<file path="config.mk">
export PLATFORM = sky130hd
export DESIGN_NAME = ascii_hex_decimal_number_parser_flat
export DESIGN_NICKNAME = d
export VERILOG_FILES = /design/src/rtl/ahdp_pkg.sv /design/src/rtl/ahdp_in_if.sv /design/src/rtl/ahdp_out_if.sv /design/src/rtl/ahdp_in_reg.sv /design/src/rtl/ahdp_parse.sv /design/src/rtl/ascii_hex_decimal_number_parser.sv /design/src/flat_wrapper.sv
export SDC_FILE = /design/constraint.sdc
export NUM_CORES = 1
export LEC_CHECK = 0
export BUFFER_PORTS_ARGS = -buffer_cell sky130_fd_sc_hd__buf_4
export CAP_MARGIN = 20
export CORE_ASPECT_RATIO = 0.9
export CORE_MARGIN = 2
export CORE_UTILIZATION = 25
export CTS_CLUSTER_DIAMETER = 50
export DETAILED_ROUTE_END_ITERATION = 8
export GPL_TIMING_DRIVEN = 0
export PLACE_DENSITY = 0.49
export SYNTH_ARGS = -nofsm -noshare
export SYNTH_HDL_FRONTEND = slang
export SYNTH_SLANG_ARGS = --single-unit
</file>
<file path="constraint.sdc">
create_clock -name clk -period 5.4 [get_ports clk]
set_input_delay 0.81 -clock clk [delete_from_list [all_inputs] [get_ports clk]]
set_output_delay 0.81 -clock clk [all_outputs]
set_load 0.01 [all_outputs]
</file>
<file path="src/rtl/ahdp_pkg.sv">
// Shared types and constants for the ASCII hex/decimal number parser.
package ahdp_pkg;

  localparam int VALUE_W        = 64;
  localparam int COUNT_W        = 13;
  localparam int MAX_STRING_LEN = 4096;

  localparam logic [7:0] CH_ZERO  = 8'h30;  // '0'
  localparam logic [7:0] CH_NINE  = 8'h39;  // '9'
  localparam logic [7:0] CH_X     = 8'h78;  // 'x'
  localparam logic [7:0] CH_A_LO  = 8'h61;  // 'a'
  localparam logic [7:0] CH_F_LO  = 8'h66;  // 'f'
  localparam logic [7:0] CH_A_UP  = 8'h41;  // 'A'
  localparam logic [7:0] CH_F_UP  = 8'h46;  // 'F'
  localparam logic [7:0] CH_SPACE = 8'h20;  // ' '

  localparam logic [COUNT_W-1:0] COUNT_MAX = COUNT_W'(MAX_STRING_LEN);

  typedef logic [VALUE_W-1:0] value_t;
  typedef logic [COUNT_W-1:0] count_t;

  typedef enum logic [5:0] {
    PH_FIRST = 6'b000001,
    PH_LEAD  = 6'b000010,
    PH_DEC   = 6'b000100,
    PH_HEX   = 6'b001000,
    PH_SPACE = 6'b010000,
    PH_DRAIN = 6'b100000
  } phase_t;

  typedef struct packed {
    logic [7:0] char_byte;
    logic       end_of_string;
  } char_item_t;

  typedef struct packed {
    value_t parsed_value;
    logic   parse_ok;
    count_t consumed_chars;
  } result_item_t;

endpackage

</file>
<file path="src/rtl/ahdp_in_if.sv">
// Character channel: one string character per transaction.
interface ahdp_in_if;
  import ahdp_pkg::*;

  logic       valid;
  logic       ready;
  logic [7:0] char_byte;
  logic       end_of_string;

  modport source (output valid, output char_byte, output end_of_string, input ready);
  modport sink   (input valid, input char_byte, input end_of_string, output ready);
endinterface

</file>
<file path="src/rtl/ahdp_out_if.sv">
// Result channel: one parse result per transaction.
interface ahdp_out_if;
  import ahdp_pkg::*;

  logic   valid;
  logic   ready;
  value_t parsed_value;
  logic   parse_ok;
  count_t consumed_chars;

  modport source (output valid, output parsed_value, output parse_ok,
                  output consumed_chars, input ready);
  modport sink   (input valid, input parsed_value, input parse_ok,
                  input consumed_chars, output ready);
endinterface

</file>
<file path="src/rtl/ahdp_in_reg.sv">
// Input register stage for the character stream.
module ahdp_in_reg (
  input  logic                clk,
  input  logic                rst,
  input  logic                in_valid,
  output logic                in_ready,
  input  ahdp_pkg::char_item_t in_item,
  output logic                held_valid,
  output ahdp_pkg::char_item_t held_item,
  input  logic                take
);
  import ahdp_pkg::*;

  assign in_ready = !held_valid || take;

  always_ff @(posedge clk) begin
    if (rst) begin
      held_valid <= 1'b0;
    end else if (in_ready) begin
      held_valid <= in_valid;
    end
  end

  always_ff @(posedge clk) begin
    if (in_ready && in_valid) begin
      held_item <= in_item;
    end
  end
endmodule

</file>
<file path="src/rtl/ahdp_parse.sv">
// Parse state, per-character step logic and result register.
module ahdp_parse (
  input  logic                  clk,
  input  logic                  rst,
  input  logic                  skip_spaces,
  input  logic                  item_valid,
  input  ahdp_pkg::char_item_t  item,
  output logic                  take,
  output logic                  res_valid,
  input  logic                  res_ready,
  output ahdp_pkg::result_item_t res
);
  import ahdp_pkg::*;

  phase_t parse_phase, parse_phase_next;
  value_t accumulated_value, accumulated_value_next;
  count_t consumed_count, consumed_count_next;

  logic         emit;
  result_item_t emit_item;

  logic [7:0] c;
  logic       last;
  logic       is_dec, is_hex_lo, is_hex_up, is_hex;
  logic [3:0] dec_val, hex_val;
  logic       consumed;
  count_t     count_inc;

  assign c    = item.char_byte;
  assign last = item.end_of_string;

  assign is_dec    = (c >= CH_ZERO) && (c <= CH_NINE);
  assign is_hex_lo = (c >= CH_A_LO) && (c <= CH_F_LO);
  assign is_hex_up = (c >= CH_A_UP) && (c <= CH_F_UP);
  assign is_hex    = is_dec || is_hex_lo || is_hex_up;
  assign dec_val   = 4'(c - CH_ZERO);

  always_comb begin
    if (is_hex_lo) begin
      hex_val = 4'(c - CH_A_LO + 8'd10);
    end else if (is_hex_up) begin
      hex_val = 4'(c - CH_A_UP + 8'd10);
    end else begin
      hex_val = dec_val;
    end
  end

  assign count_inc = (consumed_count < COUNT_MAX) ? consumed_count + 1'b1 : consumed_count;

  // The result register is free, or is emptied in this cycle.
  assign take = item_valid && (!res_valid || res_ready);

  always_comb begin
    parse_phase_next       = parse_phase;
    accumulated_value_next = accumulated_value;
    consumed_count_next    = consumed_count;
    emit                   = 1'b0;
    emit_item              = '0;
    consumed               = 1'b0;
    case (parse_phase)
      PH_DRAIN: begin
        if (last) begin
          parse_phase_next = PH_FIRST;
        end
      end
      PH_LEAD, PH_DEC, PH_HEX, PH_SPACE: begin
        if (parse_phase == PH_LEAD && c == CH_X && accumulated_value == '0) begin
          parse_phase_next = PH_HEX;
          consumed         = 1'b1;
        end else if ((parse_phase == PH_LEAD || parse_phase == PH_DEC) && is_dec) begin
          accumulated_value_next = (accumulated_value << 3) + (accumulated_value << 1)
                                   + VALUE_W'(dec_val);
          parse_phase_next       = PH_DEC;
          consumed               = 1'b1;
        end else if (parse_phase == PH_HEX && is_hex) begin
          accumulated_value_next = (accumulated_value << 4) + VALUE_W'(hex_val);
          consumed               = 1'b1;
        end else if (skip_spaces && c == CH_SPACE) begin
          parse_phase_next = PH_SPACE;
          consumed         = 1'b1;
        end

        if (consumed) begin
          consumed_count_next = count_inc;
          if (last) begin
            parse_phase_next = PH_FIRST;
            emit             = 1'b1;
            emit_item        = '{accumulated_value_next, 1'b1, count_inc};
          end
        end else begin
          parse_phase_next = last ? PH_FIRST : PH_DRAIN;
          emit             = 1'b1;
          emit_item        = '{accumulated_value, 1'b1, consumed_count};
        end
      end
      default: begin
        // Awaiting the first character; unused codes behave the same.
        if (!is_dec) begin
          parse_phase_next       = last ? PH_FIRST : PH_DRAIN;
          accumulated_value_next = '0;
          consumed_count_next    = '0;
          emit                   = 1'b1;
          emit_item              = '0;
        end else begin
          accumulated_value_next = VALUE_W'(dec_val);
          consumed_count_next    = count_t'(1);
          parse_phase_next       = last ? PH_FIRST : PH_LEAD;
          emit                   = last;
          emit_item              = '{VALUE_W'(dec_val), 1'b1, count_t'(1)};
        end
      end
    endcase
  end

  always_ff @(posedge clk) begin
    if (rst) begin
      parse_phase       <= PH_FIRST;
      accumulated_value <= '0;
      consumed_count    <= '0;
      res_valid         <= 1'b0;
    end else begin
      if (res_ready) begin
        res_valid <= 1'b0;
      end
      if (take) begin
        parse_phase       <= parse_phase_next;
        accumulated_value <= accumulated_value_next;
        consumed_count    <= consumed_count_next;
        res_valid         <= emit;
      end
    end
  end

  always_ff @(posedge clk) begin
    if (take && emit) begin
      res <= emit_item;
    end
  end
endmodule

</file>
<file path="src/rtl/ascii_hex_decimal_number_parser.sv">
// Top level of the ASCII hex/decimal number parser.
//
//  Channel   Direction  Payload                                      Transaction
//  chars     in         char_byte[7:0], end_of_string                valid && ready
//  result    out        parsed_value[63:0], parse_ok, consumed[12:0] valid && ready
//  cfg       in         cfg_wr_data (skip_trailing_spaces)           cfg_wr_en
//
// One character is taken per cycle unless the result stalls; the result for the
// number's last character passes the input register, then the result register.
// Synchronous reset clears the parse state and sets skip_trailing_spaces to 1.
// A stalled result holds the result register; the input register still takes a
// character until it, too, is full.
module ascii_hex_decimal_number_parser (
  input  logic       clk,
  input  logic       rst,
  ahdp_in_if.sink    chars,
  ahdp_out_if.source result,
  input  logic       cfg_wr_en,
  input  logic       cfg_wr_data
);
  import ahdp_pkg::*;

  logic         skip_spaces;
  logic         held_valid;
  char_item_t   held_item;
  char_item_t   in_item;
  logic         take;
  result_item_t res;

  always_ff @(posedge clk) begin
    if (rst) begin
      skip_spaces <= 1'b1;
    end else if (cfg_wr_en) begin
      skip_spaces <= cfg_wr_data;
    end
  end

  assign in_item = '{chars.char_byte, chars.end_of_string};

  ahdp_in_reg u_in_reg (
    .clk        (clk),
    .rst        (rst),
    .in_valid   (chars.valid),
    .in_ready   (chars.ready),
    .in_item    (in_item),
    .held_valid (held_valid),
    .held_item  (held_item),
    .take       (take)
  );

  ahdp_parse u_parse (
    .clk         (clk),
    .rst         (rst),
    .skip_spaces (skip_spaces),
    .item_valid  (held_valid),
    .item        (held_item),
    .take        (take),
    .res_valid   (result.valid),
    .res_ready   (result.ready),
    .res         (res)
  );

  assign result.parsed_value   = res.parsed_value;
  assign result.parse_ok       = res.parse_ok;
  assign result.consumed_chars = res.consumed_chars;
endmodule

</file>
<file path="src/flat_wrapper.sv">
// flat-port wrapper written by rule: the top's interface ports become plain ports
module ascii_hex_decimal_number_parser_flat import ahdp_pkg::*;
  (clk, rst, cfg_wr_en, cfg_wr_data, chars_valid, chars_char_byte, chars_end_of_string, chars_ready, result_valid, result_parsed_value, result_parse_ok, result_consumed_chars, result_ready);
  ahdp_in_if chars_i ();
  ahdp_out_if result_i ();
  input  logic clk;
  input  logic rst;
  input  logic cfg_wr_en;
  input  logic cfg_wr_data;
  input wire logic [$bits(chars_i.valid)-1:0] chars_valid;
  input wire logic [$bits(chars_i.char_byte)-1:0] chars_char_byte;
  input wire logic [$bits(chars_i.end_of_string)-1:0] chars_end_of_string;
  output wire logic [$bits(chars_i.ready)-1:0] chars_ready;
  output wire logic [$bits(result_i.valid)-1:0] result_valid;
  output wire logic [$bits(result_i.parsed_value)-1:0] result_parsed_value;
  output wire logic [$bits(result_i.parse_ok)-1:0] result_parse_ok;
  output wire logic [$bits(result_i.consumed_chars)-1:0] result_consumed_chars;
  input wire logic [$bits(result_i.ready)-1:0] result_ready;
  assign chars_i.valid = chars_valid;
  assign chars_i.char_byte = chars_char_byte;
  assign chars_i.end_of_string = chars_end_of_string;
  assign chars_ready = chars_i.ready;
  assign result_valid = result_i.valid;
  assign result_parsed_value = result_i.parsed_value;
  assign result_parse_ok = result_i.parse_ok;
  assign result_consumed_chars = result_i.consumed_chars;
  assign result_i.ready = result_ready;
  ascii_hex_decimal_number_parser u_core (.clk(clk), .rst(rst), .chars(chars_i), .result(result_i), .cfg_wr_en(cfg_wr_en), .cfg_wr_data(cfg_wr_data));
endmodule
</file>
; After elaboration in Yosys (flattened, before gate mapping)
; Index checks and enable logic that the tools add are counted.
[op_classes]
n_addsub = 9
magnitude_cmp = 7
n_eq_ne = 11
muxes = 37
n_bitwise = 1
n_reduce_logical = 24
[op_table]
columns = operator, n
row1 = $mux W64, 3
row2 = $mux W78, 2
row3 = $pmux W78 S2, 1
row4 = $add A64 B4 Y64, 2
row5 = $pmux W64 S2, 1
row6 = $add A64 B64 Y64, 1
row7 = $logic_not A64 Y1, 1
row8 = $mux W6, 9
row9 = $mux W13, 2
row10 = $pmux W13 S2, 1
row11 = $mux W18, 1
row12 = $ge A8 B7 Y1 const B, 2
row13 = $le A8 B7 Y1 const B, 2
row14 = $add A13 B1 Y13 const B, 1
row15 = $lt A13 B13 Y1 const B, 1
row16 = $mux W4, 3
row17 = $ne A6 B5 Y1 const B, 2
row18 = $pmux W6 S2, 1
row19 = $sub A4 B1 Y4 const B, 3
row20 = $logic_and A1 B1 Y1, 11
row21 = $mux W1, 11
row22 = $add A4 B4 Y4 const B, 2
row23 = $eq A8 B6 Y1 const B, 1
row24 = $eq A8 B7 Y1 const B, 1
row25 = 19 further kinds, 24
[totals]
regBits = 173
word_cells = 100

; Logic depth before layout (Yosys ltp)
; Gate-level depths: netlist (run 1).
[depth]
word_depth = 12
ltp_mapped = 14

; By module
; From an unflattened synthesis (run 1), not the netlist that was laid out.
[hier_totals]
hier_cells = 1490
hier_area_um2 = 13053.8
[by_module_without_submodules]
columns = module, instances, cells_each, area_per_inst_um2, seq_area_each_um2
row1 = ahdp_parse, 1, 1473, 12693.4, 4023.9
row2 = ahdp_in_reg, 1, 14, 325.3, 290.3
row3 = ascii_hex_decimal_number_parser, 1, 3, 35.0, 20.0

; Worst setup path after synthesis (run 1)
; Ideal clock, no wire load.
[synth_timing]
path_type = register to register
from = register, netlist name u_core.u_in_reg.held_item[1]
to = register, netlist name u_core.u_parse.res[0]
setup_time_ns = 0.515
t_arrival_ns = 5.509
slack_ns = -0.624
stages_incl_launch_ff = 13
period_less_slack_ns = 6.024
path_cell_list = edfxtp_1 inv_1 ha_1 nor3b_1 a311oi_2 a21o_1 a21oi_2 and3_1 buf_2 and2_1 buf_2 nor3_2 nor2_1
[synth_between]
elab_chain_len = 12
elab_cells_between_ends = 27
[synth_lines]
columns = element, line
row1 = $ge A8 B6 Y1 (tied with other cells), ahdp_parse.sv:32  ; assign is_dec = (c >= CH_ZERO) && (c <= CH_NINE);
row2 = "$logic_and A1 B1 Y1, on equally long branches", "ahdp_parse.sv:32, ahdp_parse.sv:33"
row3 = $logic_or A1 B1 Y1 (2 in a row), ahdp_parse.sv:35  ; assign is_hex = is_dec || is_hex_lo || is_hex_up;
row4 = $logic_and A1 B1 Y1, ahdp_parse.sv:75  ; end else if (parse_phase == PH_HEX && is_hex) begin
row5 = $mux W1, ahdp_parse.sv:75
row6 = $mux W1, ahdp_parse.sv:70  ; end else if ((parse_phase == PH_LEAD || parse_phase == PH_DEC) && is_dec) begin
row7 = $mux W1, ahdp_parse.sv:67  ; if (parse_phase == PH_LEAD && c == CH_X && accumulated_value == '0) begin
row8 = $mux W1, ahdp_parse.sv:60  ; case (parse_phase)
row9 = $mux W1, ahdp_parse.sv:83  ; if (consumed) begin
row10 = $pmux W1 S2 (*), ahdp_parse.sv:60
row11 = $logic_and A1 B1 Y1 (*), ahdp_parse.sv:135  ; if (take && emit) begin
; Mark *: on every way between the ends. The rest lies on a longest branch, timed or not. The select of a mux whose other input is x is not followed.
; A chain may end at the register's enable or synchronous reset.

==> results.txt, run 1 <==
clock-pin slew on the worst setup and hold paths = 0.08 ns
EDFF count, synth = 87
setup slack, reg-to-reg = 0.63 ns
DP Cell Count = 2,281
Most used DFF post-synth = edfxtp_1
die height = 218 um
die width = 242 um
CP Data Arrival Time = 4.97 ns
later-pin clock latency in the skew report = 0.47 ns
Critical Path Sink = u_core.u_parse.res[70]
Worst IR Drop VDD = 0.175 mV
synthesized area = 12,800 um^2
DR vias = 12.4k
CP max stage delay = 0.56 ns
CP Cell Sequence = inv_1 -> fa_1 -> inv_1 -> fa_1 -> a21o_1 -> a221oi_2 -> a2111o_1 -> a31oi_1 -> o2111ai_1 -> nand3_1 -> a221oi_2 -> a211o_1 -> o21ai_1
area of the multi-input gates = 7950 um^2
global-route wire length before repair = 74,100 um
Pwr Density = 192 nW/um^2
P&R area growth vs syn = 17.3%
Post-CTS Setup Inserts = 0
FF-to-FF Start = u_core.u_parse.accumulated_value[0]
Design Power = 2.88 mW
Max Cap Violations = 0
grt total ovfl = 0
cell type with the largest total area after synthesis = edfxtp_1
CP Capture Type = register
diode count = 0
critical path fanouts, max = 6
first-pass iteration count of the detailed router = 5
PortBufs = 94
CTS-repair resized insts = 0
1st-iter DRT viols = 1,155
GR Util All Layers = 18.2%
CP max stage cell = fa_1
CTS H-Tree Depth = 4
Layout Cells excl Fill = 2,313
DP Wirelength = 37,100 um
Avg Vias per Cell = 5.38
num rows = 78
Post-layout nets = 1,764
Inserted Clock Buffers = 17
Achievable Freq = 210 MHz
syn_nets = 1,648
Placer Congestion = 0.879
Routed Antenna Nets = 0
Synth top area share = 20.5%
final instance area = 15,000 um^2
Seq cells post-synth = 173
CP startpoint kind = register
hold buffer count at CTS = 0
die area = 52,800 um^2
period utilization = 88.3%
CP required = 5.60 ns
Initial Util = 25.3%
Final Skew = 0.0139 ns
initial antenna violation count = 0
worst r2r dst = u_core.u_parse.res[70]
DR WL/cell = 21.1 um
Max-slew headroom = 30.5%
yosys warns = 0
Detailed Route WL = 48,700 um
most common cell in the netlist = nand2_1
sequential area share after synthesis = 34.0%
Synth cell types = 86
Boundary Pins = 95
Tightest Pin Transition = 1.04 ns
tightest hold margin = 0.506 ns
minimum clock period = 4.77 ns
outcome = complete, no violations
cells after synthesis = 1,504
Filler cells = 5,409
largest net degree at the start of global routing = 28
Core Footprint = 50,400 um^2
post-synthesis async set-or-reset flop share = 0%
DRC Markers = 0
Post-DP Area = 14,400 um^2
vias in the first global route = 12.0k
max-slew violations = 0
WS Path Type = reg -> reg
CTS tree = done
CTS Sinks = 173
cell leakage power = 5.71 nW
Final setup viols = 0
ratio of cells with drive above 1 in the final layout = 10.4%
Final Hold Fails = 0
FF-to-FF path depth = 13
Register Area = 4330 um^2
Synth area leaders = edfxtp_1, dfxtp_1, ha_1, a21oi_1, nand2_1
Critical path origin = u_core.u_parse.accumulated_value[0]
Syn Area/Cell = 8.48 um^2
top post-synthesis cells by count = nand2_1, nor2_1, a21oi_1, ha_1, edfxtp_1
RSZ-0062 raised after global routing = no
maximum root-to-sink buffer count = 2
HP Class = reg -> reg
Root Driver = clkbuf_16
[sequential cells by signal, summed over array words and instances (netlist names)]
signal and count:
u_core.u_parse.res 78, u_core.u_parse.accumulated_value 64, u_core.u_parse.consumed_count 13, u_core.u_in_reg.held_item 9
u_core.u_parse.parse_phase 6, u_core.skip_spaces 1, u_core.u_in_reg.held_valid 1, u_core.u_parse.res_valid 1
[layout make-up]
class                   count  area share [%]
well taps                 680            5.69
clock inverters            14           0.953
flip-flops and latches    173            29.0
clock buffers              18            2.87
repair buffers             97            5.22
plain buffers              81            2.27
inverters                  37           0.928
multi-input cells        1213            53.1
[per-stage QoR]
step | worst slack, ns | utilization, % | setup TNS [ns]
floorplan | 0.691 | - | 0
global placement | -1.31 | 28.4 | -99.81
detailed placement | 0.831 | 28.6 | 0
CTS | 0.784 | 29.7 | 0
global route | 0.495 | 29.7 | 0
finish | 0.630 | 29.7 | 0
[logic make-up after synthesis]
family | synth area share, %
adders and majority gates | 12.8
muxes | 1.49
xor gates and xnor gates | 3.71
and+or+nand+nor | 18.8
AOI/OAI and AO/OA | 25.5
buffers and inverters | 3.75
DFF | 34.0
[worst max-delay path: cells and delay by family (launching register included)]
family | cells | cell delay [ns]
DFF | 1 | 0.48
buffers and inverters | 2 | 0.22
adders and majority gates | 2 | 1.03
AOI/OAI and AO/OA | 8 | 2.50
and+or+nand+nor | 1 | 0.27
[layout by cell type (no fill, tap or decap), types with 15 or more instances in the layout]
cell type and instances:
a22oi_1 25, edfxtp_1 87, ha_1 127, nor3_1 28
buf_4 94, mux2i_1 19, nand2_1 173, clkbuf_16 17
o21a_1 15, clkbuf_1 57, nor4_1 21, dfxtp_1 86
and2_1 22, xor2_1 25, nand4_1 27, buf_2 22
a21o_1 29, o21ai_1 68, nand3_1 27, o21ai_0 46
inv_1 37, a21oi_1 139, xnor2_1 29, nor2_1 160
[metal layers]
layer / wire length, um / GRT usage [%]
met1: 23100 / 25.4
met4: 1460 / 6.71
met3: 2850 / 2.96
met5: 0 / 0
met2: 21400 / 28.3
[power breakdown]
part / leakage, nW / internal (mW) / switching (mW)
registers: 1.52 / 1.41 / 0.0220
logic: 3.92 / 0.0712 / 0.109
clock network: 0.277 / 0.645 / 0.618
total: 5.71 / 2.13 / 0.749
[worst min path at each step]
stage,from,to,slack [ns],depth (start not counted)
2_1_floorplan,u_core.u_parse.parse_phase[5],u_core.u_parse.parse_phase[5],0.45,2
3_3_place_gp,u_core.u_parse.parse_phase[5],u_core.u_parse.parse_phase[5],0.47,2
3_5_place_dp,u_core.u_parse.parse_phase[5],u_core.u_parse.parse_phase[5],0.48,2
4_1_cts,chars_char_byte[3],u_core.u_in_reg.held_item[4],0.49,1
5_1_grt,chars_end_of_string,u_core.u_in_reg.held_item[0],0.50,1
6_report,u_core.u_parse.parse_phase[5],u_core.u_parse.parse_phase[5],0.51,2
No activity file was read; power rests on OpenSTA's default activity.
==> run 2, diff against run 1 <==
--- a/config.mk
+++ b/config.mk
@@ -5,15 +5,15 @@
 export SDC_FILE = /design/constraint.sdc
 export NUM_CORES = 1
 export LEC_CHECK = 0
-export BUFFER_PORTS_ARGS = -buffer_cell sky130_fd_sc_hd__buf_4
 export CAP_MARGIN = 20
 export CORE_ASPECT_RATIO = 0.9
 export CORE_MARGIN = 2
 export CORE_UTILIZATION = 25
 export CTS_CLUSTER_DIAMETER = 50
 export DETAILED_ROUTE_END_ITERATION = 8
+export DONT_BUFFER_PORTS = 1
 export GPL_TIMING_DRIVEN = 0
-export PLACE_DENSITY = 0.49
+export PLACE_DENSITY = 0.48
 export SYNTH_ARGS = -nofsm -noshare
 export SYNTH_HDL_FRONTEND = slang
 export SYNTH_SLANG_ARGS = --single-unit
==> results.txt, run 2 (same netlist as run 1, synthesis figures left out) <==
num rows = 78 (unchanged)
CP max stage delay = 0.57 ns (about the same)
DR WL/cell = 22.0 um (+4.3%)
critical path fanouts, max = 7 (+1)
Final setup viols = 0 (unchanged)
CTS H-Tree Depth = 4 (unchanged)
most frequent cells in the layout = nand2_1, nor2_1, a21oi_1, ha_1, edfxtp_1
die width = 242 um (unchanged)
WHS Endpoint = u_core.u_in_reg.held_item[4]
worst path buffer plus inverter count = 2 (unchanged)
Post-layout nets = 1,670 (-5.3%)
Achievable Freq = 214 MHz (+2.1%)
Hold Path Depth = 0 (-2)
Largest regs = u_core.u_parse.res: 78 flops, u_core.u_parse.accumulated_value: 64 flops, u_core.u_parse.consumed_count: 13 flops
Post-CTS Setup Inserts = 0 (unchanged)
Placer Congestion = 0.901 (+2.6%)
die area = 52,800 um^2 (unchanged)
Root Driver = clkbuf_16
Boundary Pins = 95 (unchanged)
later-pin clock latency in the skew report = 0.48 ns (about the same)
Max-slew headroom = 22.0% (-8.4 points)
Inserted Clock Buffers = 17 (unchanged)
max-slew violations = 0 (unchanged)
ratio of cells with drive above 1 in the final layout = 5.13% (-5.3 points)
CTS tree = done
CTS-repair resized insts = 0 (unchanged)
CP max stage cell = edfxtp_1
Largest Register = u_core.u_parse.res
PortBufs = 0 (-100%)
hold buffer count at CTS = 0 (unchanged)
clock-pin slew on the worst setup and hold paths = 0.08 ns (about the same)
leading cell type in the layout, fill and taps excluded = nand2_1
Layout Cells excl Fill = 2,219 (-4.1%)
Worst IR Drop VDD = 0.165 mV (-5.7%)
CTS Sinks = 173 (unchanged)
CP startpoint kind = register
RSZ-0062 raised after global routing = no
Max Cap Violations = 0 (unchanged)
P&R area growth vs syn = 11.9%
HP Start = chars_char_byte[3]
WS Path Type = reg -> reg
DP Wirelength = 37,300 um (+0.40%)
Final Skew = 0.0207 ns (+0.00680 ns)
Design Power = 2.86 mW (-0.60%)
Worst path depth = 13 (unchanged)
CP Data Arrival Time = 4.82 ns (-0.15 ns)
DR top layer = met4
Final Hold Fails = 0 (unchanged)
period utilization = 86.5% (-1.8 points)
metal2 WL = 21,700 um (+1.6%)
HP Class = in -> reg
tightest hold margin = 0.435 ns (-0.0714 ns)
initial antenna violation count = 0 (unchanged)
max reg flops = 78 (unchanged)
Pwr Density = 200 nW/um^2 (+4.2%)
1st-iter DRT viols = 1,155 (unchanged)
grt total ovfl = 0 (unchanged)
Filler cells = 5,447 (+0.70%)
cell leakage power = 5.26 nW (-7.8%)
vias in the first global route = 11.7k (-2.3%)
Avg Vias per Cell = 5.51 (+2.4%)
FF-to-FF Start = u_core.u_in_reg.held_item[4]
Met3 Wirelength = 3530 um (+24%)
CP required = 5.55 ns (-0.05 ns)
DRC Markers = 0 (unchanged)
outcome = complete, no violations
maximum root-to-sink buffer count = 2 (unchanged)
top cell family by delay on the critical path = compound AO/OA/AOI/OAI gates
first-pass iteration count of the detailed router = 5 (unchanged)
Critical path origin = u_core.u_in_reg.held_item[4]
DR vias = 12.2k (-1.7%)
Detailed Route WL = 48,800 um (about the same)
largest net degree at the start of global routing = 24 (-14%)
CP Capture Type = register
global-route wire length before repair = 73,800 um (-0.38%)
GR Util All Layers = 18.3% (+0.027 points)
die height = 218 um (unchanged)
diode count = 0 (unchanged)
Initial Util = 25.3% (unchanged)
worst r2r dst = u_core.u_parse.res[54]
Tightest Pin Transition = 1.17 ns (+0.126 ns)
Core Footprint = 50,400 um^2 (unchanged)
met1 wire length = 22,200 um (-3.8%)
Routed Antenna Nets = 0 (unchanged)
Finished Core Util = 28.3% (-1.4 points)
CP Cell Sequence = inv_1 -> fa_1 -> inv_1 -> fa_1 -> a21o_1 -> a221oi_2 -> a2111o_1 -> a31oi_1 -> o21ai_1 -> a21oi_1 -> nor2b_1 -> xor2_1 -> o32ai_1
minimum clock period = 4.67 ns (-0.0973 ns)
FF-to-FF path depth = 13 (unchanged)
DP Cell Count = 2,187 (-4.1%)
setup slack, reg-to-reg = 0.73 ns (+0.10 ns)
run 2: cell count changes in the layout (fill, tap and decap cells not counted), sizes merged:
cell      before  now
buf          122   28
inv           40   45
clkinv         9    7
bufinv         1    0
clkbuf        74   73
clkinvlp       1    0
run 2: how the worst max path moves through the flow:
stage | end
floorplan | u_core.u_parse.res[0]
global placement | u_core.u_parse.res[58]
detailed placement | u_core.u_parse.res[54]
CTS | u_core.u_parse.res[54]
global route | u_core.u_parse.res[54]
finish | u_core.u_parse.res[54]
run 2: report_power, final:
group          internal [mW]  total [mW]  switching (mW)
clock network          0.621        1.29           0.664
logic                 0.0355       0.121          0.0859
registers               1.41        1.45          0.0398
run 2: area by class of cell:
class                           count  area (um^2)  area share [%]
Buffer                             81          339            2.38
Clock buffer                       17          425            2.98
Clock inverter                     15          164            1.15
Inverter                           37          139           0.973
Multi-Input combinational cell   1213         7950            55.7
Sequential cell                   173         4330            30.4
Tap cell                          680          851            5.96
Timing Repair Buffer                3         67.6           0.473
run 2: per-stage QoR:
stage / worst slack [ns] / instance area (um^2) / TNS (ns)
after floorplan: 0.691 / 12800 / 0
after global placement: -1.30 / 13600 / -101.30
after detailed placement: 0.858 / 13700 / 0
after CTS: 0.806 / 14300 / 0
after global routing: 0.588 / 14300 / 0
final: 0.727 / 14300 / 0
run 2: metal layers:
layer  GRT usage, %  vias to the layer above
met2           28.4                      497
met1           24.9                     5978
met3           3.57                       60
met5              0                        -
met4           6.91                        0
li1               -                     5692
